File: config.mk
export PLATFORM = sky130hd
export DESIGN_NAME = parametric_line_color_rasterizer_unit
export DESIGN_NICKNAME = d
export VERILOG_FILES = /design/src/design/lcr_pkg.sv /design/src/design/lcr_div.sv /design/src/design/parametric_line_color_rasterizer_unit.sv
export SDC_FILE = /design/constraint.sdc
export NUM_CORES = 1
export LEC_CHECK = 0
export BUFFER_PORTS_ARGS = -buffer_cell sky130_fd_sc_hd__buf_2
export CAP_MARGIN = 10
export CORE_MARGIN = 5
export CORE_UTILIZATION = 30
export DETAILED_ROUTE_END_ITERATION = 6
export SLEW_MARGIN = 20
export SYNTH_ARGS = -nofsm -noshare
export SYNTH_HDL_FRONTEND = slang
export SYNTH_SLANG_ARGS = --single-unit
File: constraint.sdc
create_clock -name clock -period 11.02 [get_ports clock]
set_clock_uncertainty 0.05 [all_clocks]
set_input_delay 1.653 -clock clock [delete_from_list [all_inputs] [get_ports clock]]
set_output_delay 1.653 -clock clock [all_outputs]
set_load 0.01 [all_outputs]
File: src/design/lcr_pkg.sv
// Shared types, widths and codes for the line rasterizer with color interpolation.
// No dependencies; imported by lcr_div and parametric_line_color_rasterizer_unit.
`timescale 1ns / 1ps

package lcr_pkg;

   // Coordinate and color widths
   localparam int COORD_BITS = 12;
   localparam int COLOR_BITS = 8;

   // Quotient of one interpolation: covers both coordinate and color spans
   localparam int QUO_BITS  = (COORD_BITS > COLOR_BITS) ? COORD_BITS : COLOR_BITS;
   localparam int DIFF_BITS = QUO_BITS + 1;
   // Dividend 2*k*|d| + n - neg, divisor 2*n
   localparam int NUM_BITS  = COORD_BITS + QUO_BITS + 1;
   localparam int REM_BITS  = COORD_BITS + 1;
   localparam int CNT_BITS  = $clog2(QUO_BITS + 1);

   // Register file
   localparam int CSR_BITS = 3;
   localparam logic [CSR_BITS-1:0] CSR_START_RED   = 3'd0;
   localparam logic [CSR_BITS-1:0] CSR_START_GREEN = 3'd1;
   localparam logic [CSR_BITS-1:0] CSR_START_BLUE  = 3'd2;
   localparam logic [CSR_BITS-1:0] CSR_END_RED     = 3'd3;
   localparam logic [CSR_BITS-1:0] CSR_END_GREEN   = 3'd4;
   localparam logic [CSR_BITS-1:0] CSR_END_BLUE    = 3'd5;

   localparam logic [COLOR_BITS-1:0] COLOR_FULL = '1;

   // Request opcode
   localparam logic OP_START = 1'b0;

   typedef logic signed [DIFF_BITS-1:0] diff_type;

   typedef enum logic [2:0] {
      ST_IDLE,
      ST_SETUP,
      ST_MUL,
      ST_DIV,
      ST_EMIT
   } state_type;

   typedef enum logic [2:0] {
      CH_X,
      CH_Y,
      CH_RED,
      CH_GREEN,
      CH_BLUE
   } chan_type;

   typedef struct packed {
      logic                start;
      logic [NUM_BITS-1:0] dividend;
      logic [REM_BITS-1:0] divisor;
   } div_req_type;

   typedef struct packed {
      logic busy;
      logic done;
   } div_stat_type;

endpackage

File: src/design/lcr_div.sv
// Restoring divider, one quotient bit per cycle, shared by all five channels.
// Depends on lcr_pkg for widths and the request/status structs.
`timescale 1ns / 1ps

module lcr_div import lcr_pkg::*; (
   input  logic                clock,
   input  logic                reset,
   input  div_req_type         div_req,
   output div_stat_type        div_stat,
   output logic [QUO_BITS-1:0] quotient
);

   logic [REM_BITS-1:0] rem_ff, rem_in;
   logic [QUO_BITS-1:0] quo_ff, quo_in;
   logic [CNT_BITS-1:0] cnt_ff, cnt_in;
   logic                done_ff, done_in;

   logic [REM_BITS:0]   trial;
   logic [REM_BITS:0]   sub;
   logic                fits;

   // Trial subtract of the shifted remainder
   always_comb begin
      trial = {rem_ff, quo_ff[QUO_BITS-1]};
      sub   = trial - {1'b0, div_req.divisor};
      fits  = trial >= {1'b0, div_req.divisor};
   end

   // Load on start, otherwise iterate until the count runs out
   always_comb begin
      rem_in  = rem_ff;
      quo_in  = quo_ff;
      cnt_in  = cnt_ff;
      done_in = 1'b0;
      if (div_req.start) begin
         // Upper bits are known to be below the divisor
         rem_in = div_req.dividend[NUM_BITS-1:QUO_BITS];
         quo_in = div_req.dividend[QUO_BITS-1:0];
         cnt_in = CNT_BITS'(QUO_BITS);
      end else if (cnt_ff != '0) begin
         rem_in  = fits ? sub[REM_BITS-1:0] : trial[REM_BITS-1:0];
         quo_in  = {quo_ff[QUO_BITS-2:0], fits};
         cnt_in  = cnt_ff - 1'b1;
         done_in = (cnt_ff == CNT_BITS'(1));
      end
   end

   always_ff @(posedge clock) begin
      if (reset) begin
         cnt_ff  <= '0;
         done_ff <= 1'b0;
      end else begin
         cnt_ff  <= cnt_in;
         done_ff <= done_in;
      end
      rem_ff <= rem_in;
      quo_ff <= quo_in;
   end

   assign div_stat.busy = (cnt_ff != '0);
   assign div_stat.done = done_ff;
   assign quotient      = quo_ff;

endmodule

File: src/design/parametric_line_color_rasterizer_unit.sv
// Line rasterizer with color interpolation. Start item: the first point passes through the setup
// and emit states. Next item: five interpolations through one multiplier and one bit-serial
// divider, each channel a multiply state then a divide state, then the point goes to the emit state.
// One item in flight; the request side reopens the cycle after the result is loaded, and the
// emit state holds the result while the response side stalls.
// Synchronous active-high reset: no line, start colors 0, end colors 255, no result pending.
`timescale 1ns / 1ps

module parametric_line_color_rasterizer_unit import lcr_pkg::*; (
   input  logic                  clock,
   input  logic                  reset,
   // Request channel
   input  logic                  req_valid,
   output logic                  req_stall,
   input  logic                  req_op,
   input  logic [COORD_BITS-1:0] req_x_start,
   input  logic [COORD_BITS-1:0] req_y_start,
   input  logic [COORD_BITS-1:0] req_x_end,
   input  logic [COORD_BITS-1:0] req_y_end,
   // Response channel
   output logic                  rsp_valid,
   input  logic                  rsp_stall,
   output logic                  rsp_valid_res,
   output logic [COORD_BITS-1:0] rsp_pixel_x,
   output logic [COORD_BITS-1:0] rsp_pixel_y,
   output logic [COLOR_BITS-1:0] rsp_red,
   output logic [COLOR_BITS-1:0] rsp_green,
   output logic [COLOR_BITS-1:0] rsp_blue,
   output logic                  rsp_last,
   // Register write port
   input  logic                  csr_write,
   input  logic [CSR_BITS-1:0]   csr_index,
   input  logic [COLOR_BITS-1:0] csr_data
);

   // Color registers
   logic [COLOR_BITS-1:0] start_red_ff, start_green_ff, start_blue_ff;
   logic [COLOR_BITS-1:0] end_red_ff, end_green_ff, end_blue_ff;

   // Line state
   state_type             state_ff, state_in;
   chan_type              ch_ff, ch_in;
   logic [COORD_BITS-1:0] origin_x_ff, origin_x_in;
   logic [COORD_BITS-1:0] origin_y_ff, origin_y_in;
   logic signed [COORD_BITS:0] delta_x_ff, delta_x_in;
   logic signed [COORD_BITS:0] delta_y_ff, delta_y_in;
   logic [COORD_BITS-1:0] total_ff, total_in;
   logic [COORD_BITS-1:0] step_ff, step_in;
   logic                  active_ff, active_in;
   logic                  final_ff, final_in;

   // Point being assembled
   logic                  pt_valid_ff, pt_valid_in;
   logic [COORD_BITS-1:0] pt_x_ff, pt_x_in;
   logic [COORD_BITS-1:0] pt_y_ff, pt_y_in;
   logic [COLOR_BITS-1:0] pt_r_ff, pt_r_in;
   logic [COLOR_BITS-1:0] pt_g_ff, pt_g_in;
   logic [COLOR_BITS-1:0] pt_b_ff, pt_b_in;
   logic                  pt_last_ff, pt_last_in;

   // Output register
   logic                  rsp_valid_ff, rsp_valid_in;
   logic                  rsp_vres_ff;
   logic [COORD_BITS-1:0] rsp_x_ff;
   logic [COORD_BITS-1:0] rsp_y_ff;
   logic [COLOR_BITS-1:0] rsp_r_ff, rsp_g_ff, rsp_b_ff;
   logic                  rsp_last_ff;
   logic                  rsp_load;

   // Shared datapath
   logic                  req_xfer;
   logic [COORD_BITS-1:0] mag_x, mag_y;
   logic [COORD_BITS-1:0] step_next;
   logic [QUO_BITS-1:0]   base_sel;
   diff_type              diff_sel;
   logic                  neg_sel;
   logic [QUO_BITS-1:0]   mag_sel;
   logic [COORD_BITS+QUO_BITS-1:0] prod;
   logic [NUM_BITS-1:0]   num;
   logic [QUO_BITS:0]     res_sel;
   div_req_type           div_req;
   div_stat_type          div_stat;
   logic [QUO_BITS-1:0]   quotient;

   assign req_stall = (state_ff != ST_IDLE);
   assign req_xfer  = req_valid && !req_stall;
   assign rsp_load  = (state_ff == ST_EMIT) && (!rsp_valid_ff || !rsp_stall);
   assign step_next = step_ff + 1'b1;

   // Absolute deltas for the step count
   assign mag_x = delta_x_ff[COORD_BITS] ? COORD_BITS'(-delta_x_ff) : COORD_BITS'(delta_x_ff);
   assign mag_y = delta_y_ff[COORD_BITS] ? COORD_BITS'(-delta_y_ff) : COORD_BITS'(delta_y_ff);

   // Select base and span of the current channel
   always_comb begin
      case (ch_ff)
         CH_X: begin
            base_sel = QUO_BITS'(origin_x_ff);
            diff_sel = diff_type'(delta_x_ff);
         end
         CH_Y: begin
            base_sel = QUO_BITS'(origin_y_ff);
            diff_sel = diff_type'(delta_y_ff);
         end
         CH_RED: begin
            base_sel = QUO_BITS'(start_red_ff);
            diff_sel = diff_type'($signed({1'b0, end_red_ff}) - $signed({1'b0, start_red_ff}));
         end
         CH_GREEN: begin
            base_sel = QUO_BITS'(start_green_ff);
            diff_sel = diff_type'($signed({1'b0, end_green_ff})
                                  - $signed({1'b0, start_green_ff}));
         end
         CH_BLUE: begin
            base_sel = QUO_BITS'(start_blue_ff);
            diff_sel = diff_type'($signed({1'b0, end_blue_ff}) - $signed({1'b0, start_blue_ff}));
         end
         default: begin
            base_sel = '0;
            diff_sel = '0;
         end
      endcase
   end

   // Round-half-up of k*d/n: base +/- floor((2k|d| + n - neg) / 2n)
   always_comb begin
      neg_sel = diff_sel[DIFF_BITS-1];
      mag_sel = neg_sel ? QUO_BITS'(-diff_sel) : QUO_BITS'(diff_sel);
      prod    = step_ff * mag_sel;
      num     = {prod, 1'b0} + NUM_BITS'(total_ff) - NUM_BITS'(neg_sel);
      res_sel = neg_sel ? ({1'b0, base_sel} - {1'b0, quotient})
                        : ({1'b0, base_sel} + {1'b0, quotient});
   end

   assign div_req.start    = (state_ff == ST_MUL);
   assign div_req.dividend = num;
   assign div_req.divisor  = {total_ff, 1'b0};

   lcr_div u_div (
      .clock    (clock),
      .reset    (reset),
      .div_req  (div_req),
      .div_stat (div_stat),
      .quotient (quotient)
   );

   // Sequencer
   always_comb begin
      state_in    = state_ff;
      ch_in       = ch_ff;
      origin_x_in = origin_x_ff;
      origin_y_in = origin_y_ff;
      delta_x_in  = delta_x_ff;
      delta_y_in  = delta_y_ff;
      total_in    = total_ff;
      step_in     = step_ff;
      active_in   = active_ff;
      final_in    = final_ff;
      pt_valid_in = pt_valid_ff;
      pt_x_in     = pt_x_ff;
      pt_y_in     = pt_y_ff;
      pt_r_in     = pt_r_ff;
      pt_g_in     = pt_g_ff;
      pt_b_in     = pt_b_ff;
      pt_last_in  = pt_last_ff;
      rsp_valid_in = rsp_valid_ff && rsp_stall;
      case (state_ff)
         ST_IDLE: begin
            if (req_xfer) begin
               if (req_op == OP_START) begin
                  origin_x_in = req_x_start;
                  origin_y_in = req_y_start;
                  delta_x_in  = $signed({1'b0, req_x_end}) - $signed({1'b0, req_x_start});
                  delta_y_in  = $signed({1'b0, req_y_end}) - $signed({1'b0, req_y_start});
                  state_in    = ST_SETUP;
               end else if (active_ff) begin
                  step_in   = step_next;
                  final_in  = (step_next >= total_ff);
                  active_in = (step_next < total_ff);
                  ch_in     = CH_X;
                  state_in  = ST_MUL;
               end else begin
                  // No line: empty result
                  pt_valid_in = 1'b0;
                  pt_x_in     = '0;
                  pt_y_in     = '0;
                  pt_r_in     = '0;
                  pt_g_in     = '0;
                  pt_b_in     = '0;
                  pt_last_in  = 1'b0;
                  state_in    = ST_EMIT;
               end
            end
         end
         ST_SETUP: begin
            total_in    = (mag_x > mag_y) ? mag_x : mag_y;
            step_in     = '0;
            active_in   = (total_in != '0);
            pt_valid_in = 1'b1;
            pt_x_in     = origin_x_ff;
            pt_y_in     = origin_y_ff;
            pt_r_in     = start_red_ff;
            pt_g_in     = start_green_ff;
            pt_b_in     = start_blue_ff;
            pt_last_in  = (total_in == '0);
            state_in    = ST_EMIT;
         end
         ST_MUL: begin
            state_in = ST_DIV;
         end
         ST_DIV: begin
            if (div_stat.done) begin
               state_in = ST_MUL;
               case (ch_ff)
                  CH_X: begin
                     pt_x_in = COORD_BITS'(res_sel);
                     ch_in   = CH_Y;
                  end
                  CH_Y: begin
                     pt_y_in = COORD_BITS'(res_sel);
                     ch_in   = CH_RED;
                  end
                  CH_RED: begin
                     pt_r_in = COLOR_BITS'(res_sel);
                     ch_in   = CH_GREEN;
                  end
                  CH_GREEN: begin
                     pt_g_in = COLOR_BITS'(res_sel);
                     ch_in   = CH_BLUE;
                  end
                  CH_BLUE: begin
                     pt_b_in     = COLOR_BITS'(res_sel);
                     pt_valid_in = 1'b1;
                     pt_last_in  = final_ff;
                     state_in    = ST_EMIT;
                  end
                  default: begin
                     state_in = ST_IDLE;
                  end
               endcase
            end
         end
         ST_EMIT: begin
            if (rsp_load) begin
               rsp_valid_in = 1'b1;
               state_in     = ST_IDLE;
            end
         end
         default: begin
            state_in = ST_IDLE;
         end
      endcase
   end

   // Control and line state
   always_ff @(posedge clock) begin
      if (reset) begin
         state_ff     <= ST_IDLE;
         ch_ff        <= CH_X;
         origin_x_ff  <= '0;
         origin_y_ff  <= '0;
         delta_x_ff   <= '0;
         delta_y_ff   <= '0;
         total_ff     <= '0;
         step_ff      <= '0;
         active_ff    <= 1'b0;
         final_ff     <= 1'b0;
         rsp_valid_ff <= 1'b0;
      end else begin
         state_ff     <= state_in;
         ch_ff        <= ch_in;
         origin_x_ff  <= origin_x_in;
         origin_y_ff  <= origin_y_in;
         delta_x_ff   <= delta_x_in;
         delta_y_ff   <= delta_y_in;
         total_ff     <= total_in;
         step_ff      <= step_in;
         active_ff    <= active_in;
         final_ff     <= final_in;
         rsp_valid_ff <= rsp_valid_in;
      end
   end

   // Point and output payload
   always_ff @(posedge clock) begin
      pt_valid_ff <= pt_valid_in;
      pt_x_ff     <= pt_x_in;
      pt_y_ff     <= pt_y_in;
      pt_r_ff     <= pt_r_in;
      pt_g_ff     <= pt_g_in;
      pt_b_ff     <= pt_b_in;
      pt_last_ff  <= pt_last_in;
      if (rsp_load) begin
         rsp_vres_ff <= pt_valid_ff;
         rsp_x_ff    <= pt_x_ff;
         rsp_y_ff    <= pt_y_ff;
         rsp_r_ff    <= pt_r_ff;
         rsp_g_ff    <= pt_g_ff;
         rsp_b_ff    <= pt_b_ff;
         rsp_last_ff <= pt_last_ff;
      end
   end

   // Color registers
   always_ff @(posedge clock) begin
      if (reset) begin
         start_red_ff   <= '0;
         start_green_ff <= '0;
         start_blue_ff  <= '0;
         end_red_ff     <= COLOR_FULL;
         end_green_ff   <= COLOR_FULL;
         end_blue_ff    <= COLOR_FULL;
      end else if (csr_write) begin
         case (csr_index)
            CSR_START_RED:   start_red_ff   <= csr_data;
            CSR_START_GREEN: start_green_ff <= csr_data;
            CSR_START_BLUE:  start_blue_ff  <= csr_data;
            CSR_END_RED:     end_red_ff     <= csr_data;
            CSR_END_GREEN:   end_green_ff   <= csr_data;
            CSR_END_BLUE:    end_blue_ff    <= csr_data;
            default: ;
         endcase
      end
   end

   assign rsp_valid     = rsp_valid_ff;
   assign rsp_valid_res = rsp_vres_ff;
   assign rsp_pixel_x   = rsp_x_ff;
   assign rsp_pixel_y   = rsp_y_ff;
   assign rsp_red       = rsp_r_ff;
   assign rsp_green     = rsp_g_ff;
   assign rsp_blue      = rsp_b_ff;
   assign rsp_last      = rsp_last_ff;

   // An active line always has points left
   a_active_steps: assert property (@(posedge clock) disable iff (reset)
      active_ff |-> (total_ff != '0) && (step_ff < total_ff))
      else $error("active line with no steps left");

   // The divider only runs while the sequencer waits on it
   a_div_owned: assert property (@(posedge clock) disable iff (reset)
      div_stat.busy |-> (state_ff == ST_DIV))
      else $error("divider busy outside divide state");

   // A new result only appears out of the emit state
   a_rsp_from_emit: assert property (@(posedge clock) disable iff (reset)
      $rose(rsp_valid_ff) |-> ($past(state_ff) == ST_EMIT))
      else $error("response raised outside emit");

   // A next item on an active line always leads to a divider run
   a_next_runs: assert property (@(posedge clock) disable iff (reset)
      (state_ff == ST_MUL) |=> div_stat.busy)
      else $error("divider not started");

endmodule
==> Word level (Yosys, flattened, before mapping) <==
Cells that the tools add are included.
W data, S select, Z words.
{ "word_totals": {"wordCells": 189, "output_inout_bits": 52, "in_bits": 65, "register_bits": 261} }
{ "classes": {"multipliers": 1, "muxes": 67, "eq_ne": 26, "addsub": 15, "bitwise": 2, "n_reduce_logical": 38, "magnitude_cmp": 4} }
{ "op_table": {"columns": ["cell", "count"], "rows": [
  ["$mux W12", 17],
  ["$mux W8", 9],
  ["$pmux W12 S3", 2],
  ["$pmux W8 S3", 3],
  ["$pmux W13 S5", 1],
  ["$pmux W12 S5", 1],
  ["$mux W13", 3],
  ["$neg A12 Y12", 3],
  ["$reduce_and A6 Y1", 6],
  ["$mux W3", 9],
  ["$sub A8 B8 Y9", 3],
  ["$sub A12 B12 Y13", 2],
  ["$add A25 B12 Y25", 1],
  ["$sub A25 B1 Y25", 1],
  ["$mul A12 B12 Y24", 1],
  ["$pmux W12 S2", 1],
  ["$eq A3 B2 Y1 const B", 6],
  ["$pmux W3 S5", 1],
  ["$ge A14 B13 Y1", 1],
  ["$sub A13 B13 Y13", 1],
  ["$add A12 B1 Y12 const B", 1],
  ["$add A12 B12 Y12", 1],
  ["$eq A3 B3 Y1 const B", 4],
  ["$ge A12 B12 Y1", 1],
  ["other kinds (31)", 74]
]} }

==> Depth between registers and ports, before layout <==
{ "logic_depth": {"word_depth": 8, "ltp_mapped": 46, "depth_no_buf": 44} }

==> By module <==
Synthesis repeated with hierarchy kept, for this count alone.
{ "unflattened": {"cells_unflattened": 2587, "area_unflattened_um2": 22200.0} }
{ "modules_own_cells": {"columns": ["mod", "area_per_inst_um2", "cells_each", "instances", "seq_area_each_um2"], "rows": [
  ["parametric_line_color_rasterizer_unit", 19987.9, 2377, 1, 5625.4],
  ["lcr_div", 2212.1, 210, 1, 850.8]
]} }

==> Least setup slack after synthesis <==
No wires, ideal clock.
{ "synth_path": {"kind": "reg-to-reg", "start": "register start_blue_ff[1]", "end": "register u_div.rem_ff[12] (data pin)", "stages_incl_launch_ff": 41, "n_path_buf": 1, "setup_ns": 0.266, "synth_period_minus_slack_ns": 9.229, "arrival_ns": 8.913, "t_required_ns": 10.704, "path_slack_ns": 1.791, "cell_sequence": "dfxtp_1 inv_1 ha_1 nor2b_1 o21a_1 o21ai_0 a21boi_0 o41ai_1 mux2i_1 o211ai_1 or4_1 and4_4 buf_6 nand2b_1 fa_1 fa_1 inv_1 fa_1 [... 5 more ...] o21ai_1 a21oi_1 o31a_1 o21ai_0 nand2b_1 xor2_1 inv_1 ha_1 a21o_1 a31oi_1 o21ai_0 a21oi_1 o31ai_1 a31oi_1 nor4bb_1 a2111oi_2 xnor2_1 o21ai_1"} }
{ "synth_via": {"elab_chain_len": 8} }
{ "synth_lines": {"columns": ["element", "line", "source"], "rows": [
  ["from (decl)", "parametric_line_color_rasterizer_unit.sv:37", "logic [COLOR_BITS-1:0] start_red_ff, start_green_ff, start_blue_ff;"],
  ["from (signal assigned)", "parametric_line_color_rasterizer_unit.sv:317", "CSR_START_BLUE: start_blue_ff <= csr_data;"],
  ["$sub A8 B8 Y9 (*)", "parametric_line_color_rasterizer_unit.sv:116", "diff_sel = diff_type'($signed({1'b0, end_blue_ff}) - $signed({1'b0, start_blue_ff}));"],
  ["$pmux W13 S5 (*)", "parametric_line_color_rasterizer_unit.sv:96", "case (ch_ff)"],
  ["$neg A12 Y12", "parametric_line_color_rasterizer_unit.sv:128", "mag_sel = neg_sel ? QUO_BITS'(-diff_sel) : QUO_BITS'(diff_sel);"],
  ["$mux W12", "parametric_line_color_rasterizer_unit.sv:128", null],
  ["$mul A12 B12 Y24", "parametric_line_color_rasterizer_unit.sv:129", "prod = step_ff * mag_sel;"],
  ["$add A25 B12 Y25", "parametric_line_color_rasterizer_unit.sv:130", "num = {prod, 1'b0} + NUM_BITS'(total_ff) - NUM_BITS'(neg_sel);"],
  ["$sub A25 B1 Y25 (*)", "parametric_line_color_rasterizer_unit.sv:130", null],
  ["$mux W13 (*)", "lcr_div.sv:35", "if (div_req.start) begin"],
  ["named net u_div.rem_in[12]", "lcr_div.sv:13", "logic [REM_BITS-1:0] rem_ff, rem_in;"],
  ["to (signal assigned)", "lcr_div.sv:56", "rem_ff <= rem_in;"],
  ["to (decl)", "lcr_div.sv:13", null]
]} }
The timed path passes the listed nets; every way through them passes the cells marked *.
A chain may end at the register's enable or synchronous reset.

==> Final worst setup path <==
{ "layout_path": {"start": "register end_red_ff[0]", "end": "register u_div.rem_ff[12] (data pin)"} }
{ "layout_via": {"elab_chain_len": 8} }
{ "layout_lines": {"columns": ["element", "line", "source"], "rows": [
  ["from (decl)", "parametric_line_color_rasterizer_unit.sv:38", "logic [COLOR_BITS-1:0] end_red_ff, end_green_ff, end_blue_ff;"],
  ["from (signal assigned)", "parametric_line_color_rasterizer_unit.sv:318", "CSR_END_RED: end_red_ff <= csr_data;"],
  ["$sub A8 B8 Y9 (*)", "parametric_line_color_rasterizer_unit.sv:107", "diff_sel = diff_type'($signed({1'b0, end_red_ff}) - $signed({1'b0, start_red_ff}));"],
  ["$pmux W13 S5 (*)", "parametric_line_color_rasterizer_unit.sv:96", null],
  ["$neg A12 Y12", "parametric_line_color_rasterizer_unit.sv:128", null],
  ["$mux W12", "parametric_line_color_rasterizer_unit.sv:128", null],
  ["$mul A12 B12 Y24", "parametric_line_color_rasterizer_unit.sv:129", null],
  ["$add A25 B12 Y25", "parametric_line_color_rasterizer_unit.sv:130", null],
  ["$sub A25 B1 Y25 (*)", "parametric_line_color_rasterizer_unit.sv:130", null],
  ["$mux W13 (*)", "lcr_div.sv:35", null],
  ["named net u_div.rem_in[12]", "lcr_div.sv:13", null]
]} }
Marks and branches as above.

==> metrics.yaml <==
run_status:
  status: "finished clean"
synthesis:
  synth-async-reset-ratio_pct: 0
  synth_fa_ha_area_share_pct: 22.0
  synthTopCellsByArea: "edfxtp_1, dfxtp_1, ha_1"
  synth_compound_area_share_pct: 15.6
  synth_nets: 2880
  yosys.area.top_type: "edfxtp_1"
  synth.most_common_cell: "nand2_1"
  synth_sequential_area_ratio_pct: 30.4
  synth_edf_count: 125
  synthDistinctLibCells: 77
  synthMuxAreaShare_pct: 1.34
  yosys.area_share.xor_xnor_pct: 4.70
  synth-seq-cells: 261
  postSynthCellCount: 2505
  syn_area_per_cell_um2: 8.52
  synth-warning-count: 0
  netlist.area_leader.share_pct: 17.6
  synth_simple_gate_area_share_pct: 18.6
  synth_top_family_by_area: "adder cells"
  ys.flop_type: "dfxtp_1"
  synthTopCellsByCount: "nand2_1, inv_1, ha_1, a21oi_1, nor2_1"
  syn_area_mm2: 0.0213
clock_network:
  postCtsSetupRepairBufs: 0
  clockRootBuffer: "clkbuf_16"
  numCtsBuffers: 29
  clockBufferDepth: 3
  path_clk_slew_ps: 70
  h-tree-depth: 1
  clk_latency_ps: 590
  ctsHoldBuffers: 0
  cts_tree: "yes"
  cts_resized: 0
  cts.sinks: 261
worst_setup_path:
  cp_slowest_stage_delay_ps: 600
  crit_path_end_kind: "flop"
  startpoint_type: "flop"
  critPathRequiredTime_ps: 11280
  worstPathArrival_ps: 10540
  cp_slowest_cell: "fa_1"
  cpMostUsedCell: "fa_1"
  critPathMaxFanout: 16
  path_class: "flop to flop"
  rr_worst_depth: 42
placement:
  finalWeightedCongestion: 0.944
  dp.cells: 3483
  io_buffers: 116
  hpwlAfterDp_um: 49200
route:
  ant_nets: 0
  wl_per_cell_um: 17.7
  viasPerCell: 4.95
  drc_errors: 0
  first_pass_iters: 5
  routed_wl_um: 62500
  drt_iter0_drc: 1047
  dr_total_vias: 17500
global_route:
  grt_util_all_layers_pct: 15.8
  grt_start_max_net_pins: 88
  antenna_found_initial: 4
  grt_pass1_vias: 17100
  grt-ovfl-total: 0
  grt_pass1_wl_um: 98100
run:
  maxCapViolations: 0
sta:
  final.setup.tns_ps: 0
  rsz0062_at_grt: "false"
  setup_viol: 0
  clock.fmax_mhz: 97.2
  slew_viol_final: 0
  worst_pin_slew_ps: 1050
  slew_headroom_pct: 29.5
  finalHoldViolCount: 0
  period_needed_ps: 10280
  min_period_over_period_pct: 93.3
final_layout:
  drive_above_1_share_pct: 8.66
  final_nets: 2949
  fin_cells: 3538
  fill_cells: 7310
  syn_to_final_growth_pct: 12.5
  reg_top3: "delta_x_ff (13), delta_y_ff (13), u_div.rem_ff (13)"
die:
  start_util_pct: 30.4
  io_pins: 117
  die_w_um: 277
  die_h_um: 277
  die_area_mm2: 0.0766
  std_cell_rows: 97
  core_mm2: 0.0703
hold_path:
  min_path_type: "flop to flop"
  min_path_cells: 0
pwr:
  cellLeakagePower_uw: 0.0106
  ir_worst_vdd_uv: 137
  power_density_mw_per_mm2: 197
[logic make-up after synthesis]
| logic type | count (synthesis) |
|---|---|
| xor+xnor | 113 |
| simple gates | 845 |
| buf+inv | 411 |
| compound gates | 537 |
| flops | 261 |
| mux | 28 |
| fa+ha+maj | 310 |
[routing by layer]
| layer | track usage [%] | wire length [um] | up-vias |
|---|---|---|---|
| li1 | - | - | 8647 |
| met1 | 22.0 | 28500 | 8310 |
| met2 | 26.2 | 28500 | 466 |
| met3 | 2.26 | 3860 | 94 |
| met4 | 3.71 | 1570 | 6 |
| met5 | 0 | 37 | - |
[report_power, final]
group	switching [uW]	internal, uW
Combinational	1310	846
Clock	423	672
Sequential	168	1320
Total	1900	2830
[final timing paths]
path | end | from | slack (ps)
max | u_div.rem_ff[12] | end_red_ff[0] | 740
max reg2reg | u_div.rem_ff[12] | end_red_ff[0] | 740
min reg2reg | rsp_blue[6] | pt_b_ff[6] | 360
min | rsp_blue[6] | pt_b_ff[6] | 360
[through the flow]
step | total power (uW) | util, % | hold WS [ps] | instance area (um2) | worst slack, ps
global placement | 3640 | 32.6 | 351 | 22900 | 836
floorplan | 3010 | - | 350 | 21300 | 1790
finish | 4730 | 34.2 | 356 | 24000 | 737
global route | 5070 | 34.2 | 370 | 24000 | 14.1
CTS | 4750 | 34.1 | 358 | 24000 | 677
detailed placement | 3640 | 32.6 | 355 | 22900 | 774
[worst max-delay path: cells and delay by family (launching register included)]
family	cells	cell delay, ps
fa+ha+maj	9	3930
compound gates	17	3360
buf+inv	7	690
simple gates	6	1080
xor+xnor	3	580
flops	1	330
[placed cells by master (no fill, tap or decap), types with 23 or more instances in the layout]
cell type,count
nand2_1,383
inv_1,303
ha_1,202
a21oi_1,177
nor2_1,147
dfxtp_1,135
edfxtp_1,125
buf_2,115
fa_1,108
o21ai_0,104
xnor2_1,58
xor2_1,52
and2_1,42
a21o_1,40
nor3_1,37
nor2b_1,36
nand3_1,34
nand2b_1,34
nand3b_1,34
o22ai_1,32
buf_4,30
clkbuf_16,29
o211ai_1,24
mux2i_1,23
[final cells by class]
cell class,count,area [um2],area share [%]
multi-input combinational,1833,13300,55.6
sequential,261,6480,27.0
tap,940,1180,4.90
inverter,304,1140,4.75
timing repair buffer,145,801,3.34
clock buffer,32,737,3.07
clock inverter,22,334,1.39
antenna,1,2.50,0.0104
(Power assumes the default switching activity.)
